## src/hw/rtl/fhlq_pkg.sv

```systemverilog
package fhlq_pkg;

  localparam logic [1:0] MODE_LOCK   = 2'd0;
  localparam logic [1:0] MODE_UNLOCK = 2'd1;
  localparam logic [1:0] MODE_TRY    = 2'd2;

  localparam logic [2:0] EBUSY        = 3'd2;
  localparam logic [2:0] STS_GRANTED  = 3'd0;
  localparam logic [2:0] STS_QUEUED   = 3'd1;
  localparam logic [2:0] STS_BUSY     = EBUSY;
  localparam logic [2:0] STS_RELEASED = 3'd3;
  localparam logic [2:0] STS_HANDOVER = 3'd4;
  localparam logic [2:0] STS_ERROR    = 3'd5;

  localparam int ID_W = 6;

  // Command queue between the front and the back.
  localparam int Q_DEPTH = 2;
  localparam int QAW     = 1;
  localparam int QCW     = 2;

  typedef struct packed {
    logic [1:0]      mode;
    logic [ID_W-1:0] requester_id;
  } in_item_t;

  typedef struct packed {
    logic [2:0]      status;
    logic            woken_valid;
    logic [ID_W-1:0] woken_id;
  } out_item_t;

  typedef enum logic [1:0] {
    OP_LOCK,
    OP_UNLOCK,
    OP_TRY,
    OP_ERR
  } op_t;

  typedef struct packed {
    op_t             op;
    logic [ID_W-1:0] id;
  } cmd_t;

  typedef struct packed {
    logic vld;
    cmd_t cmd;
  } q_head_t;

  typedef struct packed {
    logic pop;
    logic clearing;
  } back_stat_t;

  typedef enum logic [1:0] {
    S_CLEAR,
    S_IDLE,
    S_WALK
  } back_state_t;

endpackage

```

## src/hw/rtl/fhlq_ram.sv

```systemverilog
module fhlq_ram #(
  parameter int WIDTH = 7,
  parameter int DEPTH = 64
) (
  input  logic                     clk,
  input  logic                     we,
  input  logic [$clog2(DEPTH)-1:0] waddr,
  input  logic [WIDTH-1:0]         wdata,
  input  logic [$clog2(DEPTH)-1:0] raddr,
  output logic [WIDTH-1:0]         rdata
);

  logic [WIDTH-1:0] mem [DEPTH];
  logic [WIDTH-1:0] rdata_r;

  always_ff @(posedge clk) begin
    if (we) begin
      mem[waddr] <= wdata;
    end
    rdata_r <= mem[raddr];
  end

  assign rdata = rdata_r;

endmodule

```

## src/hw/rtl/fhlq_front.sv

```systemverilog
module fhlq_front #(
  parameter int NUM_REQUESTERS = 64
) (
  input  logic                clk,
  input  logic                rst_n,
  input  logic                start,
  output logic                busy,
  input  fhlq_pkg::in_item_t  in_item,
  input  fhlq_pkg::back_stat_t stat,
  output fhlq_pkg::q_head_t   head
);

  fhlq_pkg::cmd_t                 q_mem_r [fhlq_pkg::Q_DEPTH];
  logic [fhlq_pkg::QAW-1:0]       wp_r, wp_nxt;
  logic [fhlq_pkg::QAW-1:0]       rp_r, rp_nxt;
  logic [fhlq_pkg::QCW-1:0]       cnt_r, cnt_nxt;
  logic                           full;
  logic                           accept;
  logic                           in_range;
  fhlq_pkg::cmd_t                 cmd;

  assign in_range = 32'(in_item.requester_id) < NUM_REQUESTERS;

  // Classify the transaction; out-of-range ids and unknown modes become errors.
  always_comb begin
    cmd.id = in_item.requester_id;
    case (in_item.mode)
      fhlq_pkg::MODE_LOCK:   cmd.op = fhlq_pkg::OP_LOCK;
      fhlq_pkg::MODE_UNLOCK: cmd.op = fhlq_pkg::OP_UNLOCK;
      fhlq_pkg::MODE_TRY:    cmd.op = fhlq_pkg::OP_TRY;
      default:               cmd.op = fhlq_pkg::OP_ERR;
    endcase
    if (!in_range) begin
      cmd.op = fhlq_pkg::OP_ERR;
    end
  end

  assign full   = cnt_r == fhlq_pkg::QCW'(fhlq_pkg::Q_DEPTH);
  assign busy   = full || stat.clearing;
  assign accept = start && !busy;

  always_comb begin
    wp_nxt  = accept ? wp_r + 1'b1 : wp_r;
    rp_nxt  = stat.pop ? rp_r + 1'b1 : rp_r;
    cnt_nxt = cnt_r;
    if (accept && !stat.pop) begin
      cnt_nxt = cnt_r + 1'b1;
    end else if (!accept && stat.pop) begin
      cnt_nxt = cnt_r - 1'b1;
    end
  end

  always_ff @(posedge clk) begin
    if (!rst_n) begin
      wp_r  <= '0;
      rp_r  <= '0;
      cnt_r <= '0;
    end else begin
      wp_r  <= wp_nxt;
      rp_r  <= rp_nxt;
      cnt_r <= cnt_nxt;
    end
  end

  always_ff @(posedge clk) begin
    if (accept) begin
      q_mem_r[wp_r] <= cmd;
    end
  end

  assign head.vld = cnt_r != '0;
  assign head.cmd = q_mem_r[rp_r];

endmodule

```

## src/hw/rtl/fhlq_back.sv

```systemverilog
module fhlq_back #(
  parameter int NUM_REQUESTERS = 64
) (
  input  logic                 clk,
  input  logic                 rst_n,
  input  fhlq_pkg::q_head_t    head,
  output fhlq_pkg::back_stat_t stat,
  output logic                 out_valid,
  output fhlq_pkg::out_item_t  out_item
);

  localparam int LW = $clog2(NUM_REQUESTERS + 1);
  localparam int IW = $clog2(NUM_REQUESTERS);
  localparam logic [LW-1:0] FREE = LW'(NUM_REQUESTERS);
  localparam logic [IW-1:0] LAST = IW'(NUM_REQUESTERS - 1);

  fhlq_pkg::back_state_t state_r, state_nxt;
  logic [LW-1:0]         tail_r, tail_nxt;
  logic [LW-1:0]         cur_r, cur_nxt;
  logic [LW-1:0]         id_r, id_nxt;
  logic [IW-1:0]         step_r, step_nxt;
  logic [IW-1:0]         clr_r, clr_nxt;
  logic                  out_valid_r, out_valid_nxt;
  fhlq_pkg::out_item_t   out_r, out_nxt;

  logic                  we;
  logic [IW-1:0]         waddr;
  logic [LW-1:0]         wdata;
  logic [IW-1:0]         raddr;
  logic [LW-1:0]         rdata;
  logic [LW-1:0]         cid;
  logic                  pop;
  logic                  found;
  logic                  dead_end;

  assign cid      = LW'(head.cmd.id);
  assign found    = rdata == id_r;
  assign dead_end = (rdata >= FREE) || (step_r == LAST);

  fhlq_ram #(
    .WIDTH (LW),
    .DEPTH (NUM_REQUESTERS)
  ) u_link (
    .clk   (clk),
    .we    (we),
    .waddr (waddr),
    .wdata (wdata),
    .raddr (raddr),
    .rdata (rdata)
  );

  always_comb begin
    state_nxt = state_r;
    case (state_r)
      fhlq_pkg::S_CLEAR: begin
        if (clr_r == LAST) begin
          state_nxt = fhlq_pkg::S_IDLE;
        end
      end
      fhlq_pkg::S_IDLE: begin
        if (head.vld && head.cmd.op == fhlq_pkg::OP_UNLOCK &&
            tail_r != FREE && tail_r != cid) begin
          state_nxt = fhlq_pkg::S_WALK;
        end
      end
      fhlq_pkg::S_WALK: begin
        if (found || dead_end) begin
          state_nxt = fhlq_pkg::S_IDLE;
        end
      end
      default: state_nxt = fhlq_pkg::S_CLEAR;
    endcase
  end

  always_comb begin
    tail_nxt      = tail_r;
    cur_nxt       = cur_r;
    id_nxt        = id_r;
    step_nxt      = step_r;
    clr_nxt       = clr_r;
    out_valid_nxt = 1'b0;
    out_nxt       = '0;
    we            = 1'b0;
    waddr         = IW'(cur_r);
    wdata         = FREE;
    raddr         = IW'(tail_r);
    pop           = 1'b0;
    case (state_r)
      fhlq_pkg::S_CLEAR: begin
        we      = 1'b1;
        waddr   = clr_r;
        clr_nxt = clr_r + 1'b1;
      end
      fhlq_pkg::S_IDLE: begin
        if (head.vld) begin
          pop           = 1'b1;
          out_valid_nxt = 1'b1;
          case (head.cmd.op)
            fhlq_pkg::OP_LOCK: begin
              if (tail_r == cid) begin
                out_nxt.status = fhlq_pkg::STS_ERROR;
              end else begin
                we       = 1'b1;
                waddr    = IW'(head.cmd.id);
                wdata    = tail_r;
                tail_nxt = cid;
                out_nxt.status = (tail_r == FREE) ? fhlq_pkg::STS_GRANTED
                                                  : fhlq_pkg::STS_QUEUED;
              end
            end
            fhlq_pkg::OP_TRY: begin
              if (tail_r != FREE) begin
                out_nxt.status = fhlq_pkg::STS_BUSY;
              end else begin
                tail_nxt       = cid;
                out_nxt.status = fhlq_pkg::STS_GRANTED;
              end
            end
            fhlq_pkg::OP_UNLOCK: begin
              if (tail_r == FREE) begin
                out_nxt.status = fhlq_pkg::STS_ERROR;
              end else if (tail_r == cid) begin
                tail_nxt       = FREE;
                out_nxt.status = fhlq_pkg::STS_RELEASED;
              end else begin
                // Start the walk at the newest entry; the result comes later.
                out_valid_nxt = 1'b0;
                raddr         = IW'(tail_r);
                cur_nxt       = tail_r;
                id_nxt        = cid;
                step_nxt      = '0;
              end
            end
            default: out_nxt.status = fhlq_pkg::STS_ERROR;
          endcase
        end
      end
      fhlq_pkg::S_WALK: begin
        // The read data holds the link of the entry at cur_r.
        if (found) begin
          out_valid_nxt       = 1'b1;
          we                  = 1'b1;
          waddr               = IW'(cur_r);
          out_nxt.status      = fhlq_pkg::STS_HANDOVER;
          out_nxt.woken_valid = 1'b1;
          out_nxt.woken_id    = fhlq_pkg::ID_W'(cur_r);
        end else if (dead_end) begin
          out_valid_nxt  = 1'b1;
          out_nxt.status = fhlq_pkg::STS_ERROR;
        end else begin
          cur_nxt  = rdata;
          raddr    = IW'(rdata);
          step_nxt = step_r + 1'b1;
        end
      end
      default: begin
      end
    endcase
  end

  always_ff @(posedge clk) begin
    if (!rst_n) begin
      state_r     <= fhlq_pkg::S_CLEAR;
      tail_r      <= FREE;
      clr_r       <= '0;
      out_valid_r <= 1'b0;
    end else begin
      state_r     <= state_nxt;
      tail_r      <= tail_nxt;
      clr_r       <= clr_nxt;
      out_valid_r <= out_valid_nxt;
    end
  end

  always_ff @(posedge clk) begin
    cur_r  <= cur_nxt;
    id_r   <= id_nxt;
    step_r <= step_nxt;
    out_r  <= out_nxt;
  end

  assign stat.pop      = pop;
  assign stat.clearing = state_r == fhlq_pkg::S_CLEAR;
  assign out_valid     = out_valid_r;
  assign out_item      = out_r;

`ifndef SYNTHESIS
  a_woken_is_handover: assert property (@(posedge clk) disable iff (!rst_n)
    out_valid_r && out_r.woken_valid |-> out_r.status == fhlq_pkg::STS_HANDOVER)
    else $error("woken waiter reported without a hand-over status");

  a_tail_bounded: assert property (@(posedge clk) disable iff (!rst_n)
    tail_r <= FREE)
    else $error("lock word holds a value above the free mark");

  a_no_result_in_clear: assert property (@(posedge clk) disable iff (!rst_n)
    state_r == fhlq_pkg::S_CLEAR |=> !out_valid_r)
    else $error("result issued during the link table clearing pass");

  a_walk_skips_self: assert property (@(posedge clk) disable iff (!rst_n)
    state_r == fhlq_pkg::S_WALK |-> cur_r != id_r)
    else $error("walk reached the releasing requester itself");
`endif

endmodule

```

## src/hw/rtl/fifo_handoff_lock_queue_core.sv

```systemverilog
// Accepted transactions are queued; the back pops each and registers its result. An
// unlock that walks reads 1 to NUM_REQUESTERS links, failed walks included, and later
// transactions wait behind it. Throughput: one transaction per cycle while no walk or
// clearing pass holds the queue. Reset: the lock word becomes free and a clearing pass
// sets every link free, with busy high. The receiver cannot stall; out_valid lasts one cycle.
module fifo_handoff_lock_queue_core #(
  parameter int NUM_REQUESTERS = 64
) (
  input  logic                clk,
  input  logic                rst_n,
  input  logic                start,
  output logic                busy,
  input  fhlq_pkg::in_item_t  in_item,
  output logic                out_valid,
  output fhlq_pkg::out_item_t out_item
);

  fhlq_pkg::q_head_t    head;
  fhlq_pkg::back_stat_t stat;

  fhlq_front #(
    .NUM_REQUESTERS (NUM_REQUESTERS)
  ) u_front (
    .clk     (clk),
    .rst_n   (rst_n),
    .start   (start),
    .busy    (busy),
    .in_item (in_item),
    .stat    (stat),
    .head    (head)
  );

  fhlq_back #(
    .NUM_REQUESTERS (NUM_REQUESTERS)
  ) u_back (
    .clk       (clk),
    .rst_n     (rst_n),
    .head      (head),
    .stat      (stat),
    .out_valid (out_valid),
    .out_item  (out_item)
  );

endmodule

```

## config.mk

```make
export PLATFORM = sky130hd
export DESIGN_NAME = fifo_handoff_lock_queue_core
export DESIGN_NICKNAME = d
export VERILOG_FILES = /design/src/hw/rtl/fhlq_pkg.sv /design/src/hw/rtl/fhlq_ram.sv /design/src/hw/rtl/fhlq_front.sv /design/src/hw/rtl/fhlq_back.sv /design/src/hw/rtl/fifo_handoff_lock_queue_core.sv
export SDC_FILE = /design/constraint.sdc
export NUM_CORES = 1
export LEC_CHECK = 0
export BUFFER_PORTS_ARGS = -buffer_cell sky130_fd_sc_hd__buf_2
export CAP_MARGIN = 10
export CORE_ASPECT_RATIO = 0.6
export CORE_MARGIN = 1.5
export CORE_UTILIZATION = 39
export DETAILED_ROUTE_END_ITERATION = 12
export HOLD_SLACK_MARGIN = 0.12
export PLACE_DENSITY = 0.57
export SYNTH_ARGS = -nofsm -noshare
export SYNTH_HDL_FRONTEND = slang
export SYNTH_SLANG_ARGS = --single-unit
```

## constraint.sdc

```tcl
create_clock -name clk -period 3.4 [get_ports clk]
set_input_delay 0.34 -clock clk [delete_from_list [all_inputs] [get_ports clk]]
set_output_delay 0.34 -clock clk [all_outputs]
set_load 0.02 [all_outputs]
```

==> flow_summary.toml <==
[sta]
hold-worst-slack_ps = 159
slew_violations = 0
relSlewSlack_pct = 31.9
max_clock_freq_ghz = 0.295
fin_crit_sh_pct = 99.5
clock_skew_ps = 30.8
fin_crit_ps = 3380
finalHoldViolations = 0
worst_pin_slew_ps = 1020
setup_viol = 0
rsz0062_at_grt = "yes"

[critical_path]
rr_worst_depth = 11
critPathTopFamily = "simple AND/OR/NAND/NOR gates"
critPathBufInv = 3
crit_fanout = 7
path_cells = "mux2_4 > xor2_4 > nor4_4 > a21oi_4 > buf_6 > mux2_4 > a221oi_4 > or4b_4 > buf_12 > nor2_4 > buf_6"
slowest_delay_ps = 530
worstSetupPathType = "flop to flop"
required_ps = 3690
reg2reg_slack_ps = 20
rr_endpoint = "u_back.u_link.mem[59][0]"
cp_slowest_cell = "or4b_4"
cp.arrival_ps = 3670
start_kind = "flop"
cp-end-kind = "flop"

[cells_and_area]
drive_above_1_share_pct = 24.7
stdcell_area_um2 = 26300
layout.nets = 1700
antenna_cells = 0
syn2layout_area_growth_pct = 22.0

[synthesis]
synthArstFlopShare_pct = 0
synthCells = 1496
synth_nets = 1514
yosys_most_used_dff = "edfxtp_1"
ys_seq_area_share_pct = 70.6
synth_cell_type_count = 57
synth_area_um2 = 21600
ys_seq_elements = 520
yosys_warnings = 0
synth.avg_cell_area_um2 = 14.4
synth_edf_count = 482

[clock_tree]
root_buffer = "clkbuf_16"
cts_buffers = 47
clock-sinks = 520
h-tree-depth = 2
cts_tree = "built"
clkTransAtPathRegs_ps = 70
insertion_delay_ps = 590
clk_path_buf_depth = 3

[min_path]
hold_path_depth = 2
min_to = "u_back.tail_r[6]"
hold_class = "input pin to flop"
min-delay-start = "rst_n"

[detailed_routing]
wl_per_cell_um = 25.7
vias = 14100
ant_nets = 0
drt-total-wl_mm = 62.6
dr.pass1.iters = 5
vias_per_cell = 5.78
drc = 0
drtIter0Drc = 1932

[pwr]
powerDensity_nw_per_um2 = 467
vdd_drop_max_mv = 0.444
p_leak_nw = 9.48

[placement]
place_hpwl_mm = 40.9
dpl_cell_area_um2 = 24200
port_buffers = 22
place_congestion = 0.877

[floorplan]
dieWidth_um = 307
dieHeight_um = 185
io_pins = 23
start_util_pct = 39.7
die-area_um2 = 56800
fp-row-count = 66
core_area_um2 = 54400

[job]
cap_violations = 0

[grt]
grt_antenna_before_repair = 0
grt_max_degree = 65
grt_pass1_vias = 13200
track_usage_pct = 22.0
grt_overflow = 0
grt_pass1_wl_mm = 91.3

[outcome]
status = "complete, no violations"
## worst max-delay path by stage
stage,startpoint,endpoint,slack (ps),depth (start not counted)
after floorplan,flop,u_back.u_link.mem[50][0],-100,12
after global placement,u_back.step_r[0],u_back.u_link.rdata[1],-210,14
after detailed placement,flop,u_back.u_link.mem[12][3],-280,11
after CTS,flop,u_back.u_link.mem[11][1],10,11
after global routing,flop,u_back.u_link.mem[59][5],-80,11
final,flop,u_back.u_link.mem[59][0],20,11
## state kept, by name, summed over array words and instances (netlist names), named ones only
name and count:
u_back.clr_r 6, u_back.cur_r 6, u_back.id_r 6, u_back.out_item 10, u_back.out_valid 1, u_back.state_r 2, u_back.step_r 6, u_back.tail_r 7
u_back.u_link.mem 448, u_back.u_link.rdata 7, u_front.cnt_r 2, u_front.q_mem_r 16, u_front.rp_r 1, u_front.wp_r 1
## synth_stat cells (all sizes together), types with 9 or more instances
master | instances | area [um2]
xor2 | 16 | 140
nor4 | 9 | 77.6
nand2 | 80 | 300
edfxtp | 482 | 14500
nor3 | 12 | 65.1
o41ai | 42 | 368
and2 | 18 | 113
buf | 24 | 116
nor2b | 180 | 1130
a22oi | 34 | 255
mux2i | 9 | 90.1
clkbuf | 94 | 354
dfxtp | 38 | 761
nand3 | 9 | 45.0
a21oi | 69 | 368
mux2 | 22 | 259
a221oi | 170 | 1510
and3 | 10 | 62.6
nor2 | 72 | 270
nand4 | 10 | 62.6
a21boi | 17 | 128
## metrics by stage
step,TNS (ps),power [mW],utilization [%],instances,worst slack (ps)
final,0,12.3,48.4,2432,15.8
after global routing,-5510,12.6,48.4,2432,-80.9
after CTS,0,12.3,47.5,2427,11.0
after detailed placement,-64820,7.27,44.5,2331,-283
after global placement,-40040,7.26,44.5,2331,-212
after floorplan,-2910,7.16,-,1496,-104
## layout by cell type (no fill, tap or decap), types with 6 or more instances in the layout
master and count:
a21boi_0 11, a21boi_1 6, a21oi_1 63, a21oi_4 6, a221oi_1 167, a22oi_1 34, and2_1 18, and3_2 6
buf_12 27, buf_2 22, buf_4 168, buf_6 27, clkbuf_1 9, clkbuf_16 47, clkinv_1 11, clkinv_2 10
dfxtp_1 37, dlygate4sd3_1 8, edfxtp_1 482, ha_1 7, inv_1 8, mux2_2 17, nand2_1 79, nand3_1 9
nand4_1 10, nor2_1 47, nor2_2 19, nor2_4 6, nor2b_1 180, nor3_1 8, nor4_1 6, o21ai_0 6
o41ai_1 28, o41ai_2 11, xnor2_1 6, xor2_1 11
## worst register-to-register path: stages, from the launching register on
cell and delay, ps:
dfxtp_4 420, mux2_4 350, xor2_4 160, nor4_4 340, a21oi_4 130, buf_6 150
mux2_4 310, a221oi_4 300, or4b_4 530, buf_12 180, nor2_4 90, buf_6 140
## per-layer routing
metal | GRT usage, % | vias to the layer above | routed length [um]
li1 | - | 6274 | -
met1 | 35.1 | 7152 | 30600
met2 | 28.0 | 563 | 24300
met3 | 7.29 | 77 | 6580
met4 | 4.85 | 0 | 1090
met5 | 0 | - | 0
## final cells by class
type / instances / area, um2
clock buffer: 59 / 1250
clock inverter: 26 / 175
fill: 4652 / 28100
inverter: 8 / 30.0
multi-input combinational: 850 / 6390
sequential: 520 / 15200
tap: 714 / 893
timing repair buffer: 255 / 2370
## power by group
group	total [mW]	internal, mW	switching (mW)	leakage, nW
clock	5.14	2.76	2.38	0.701
sequential	6.94	6.92	0.0187	5.20
combinational	0.223	0.0910	0.133	3.59
total	12.3	9.77	2.53	9.48
## kinds of logic after synthesis
group | Yosys count | share of synthesized area, %
xor gates and xnor gates | 22 | 0.893
buffers and inverters | 126 | 2.32
and+or+nand+nor | 429 | 10.9
muxes | 31 | 1.62
DFF | 520 | 70.6
adders and majority gates | 7 | 0.406
AOI/OAI and AO/OA | 361 | 13.3
## repair_timing
action                                  CTS  global route
gates cloned                              0             0
endpoints found under the setup margin  439           406
hold buffers                              8             0
setup buffers                             3             5
endpoints found under the hold margin    16             0
pin swaps                                 2            18
resized for setup                        23            94
(Power assumes the default switching activity.)
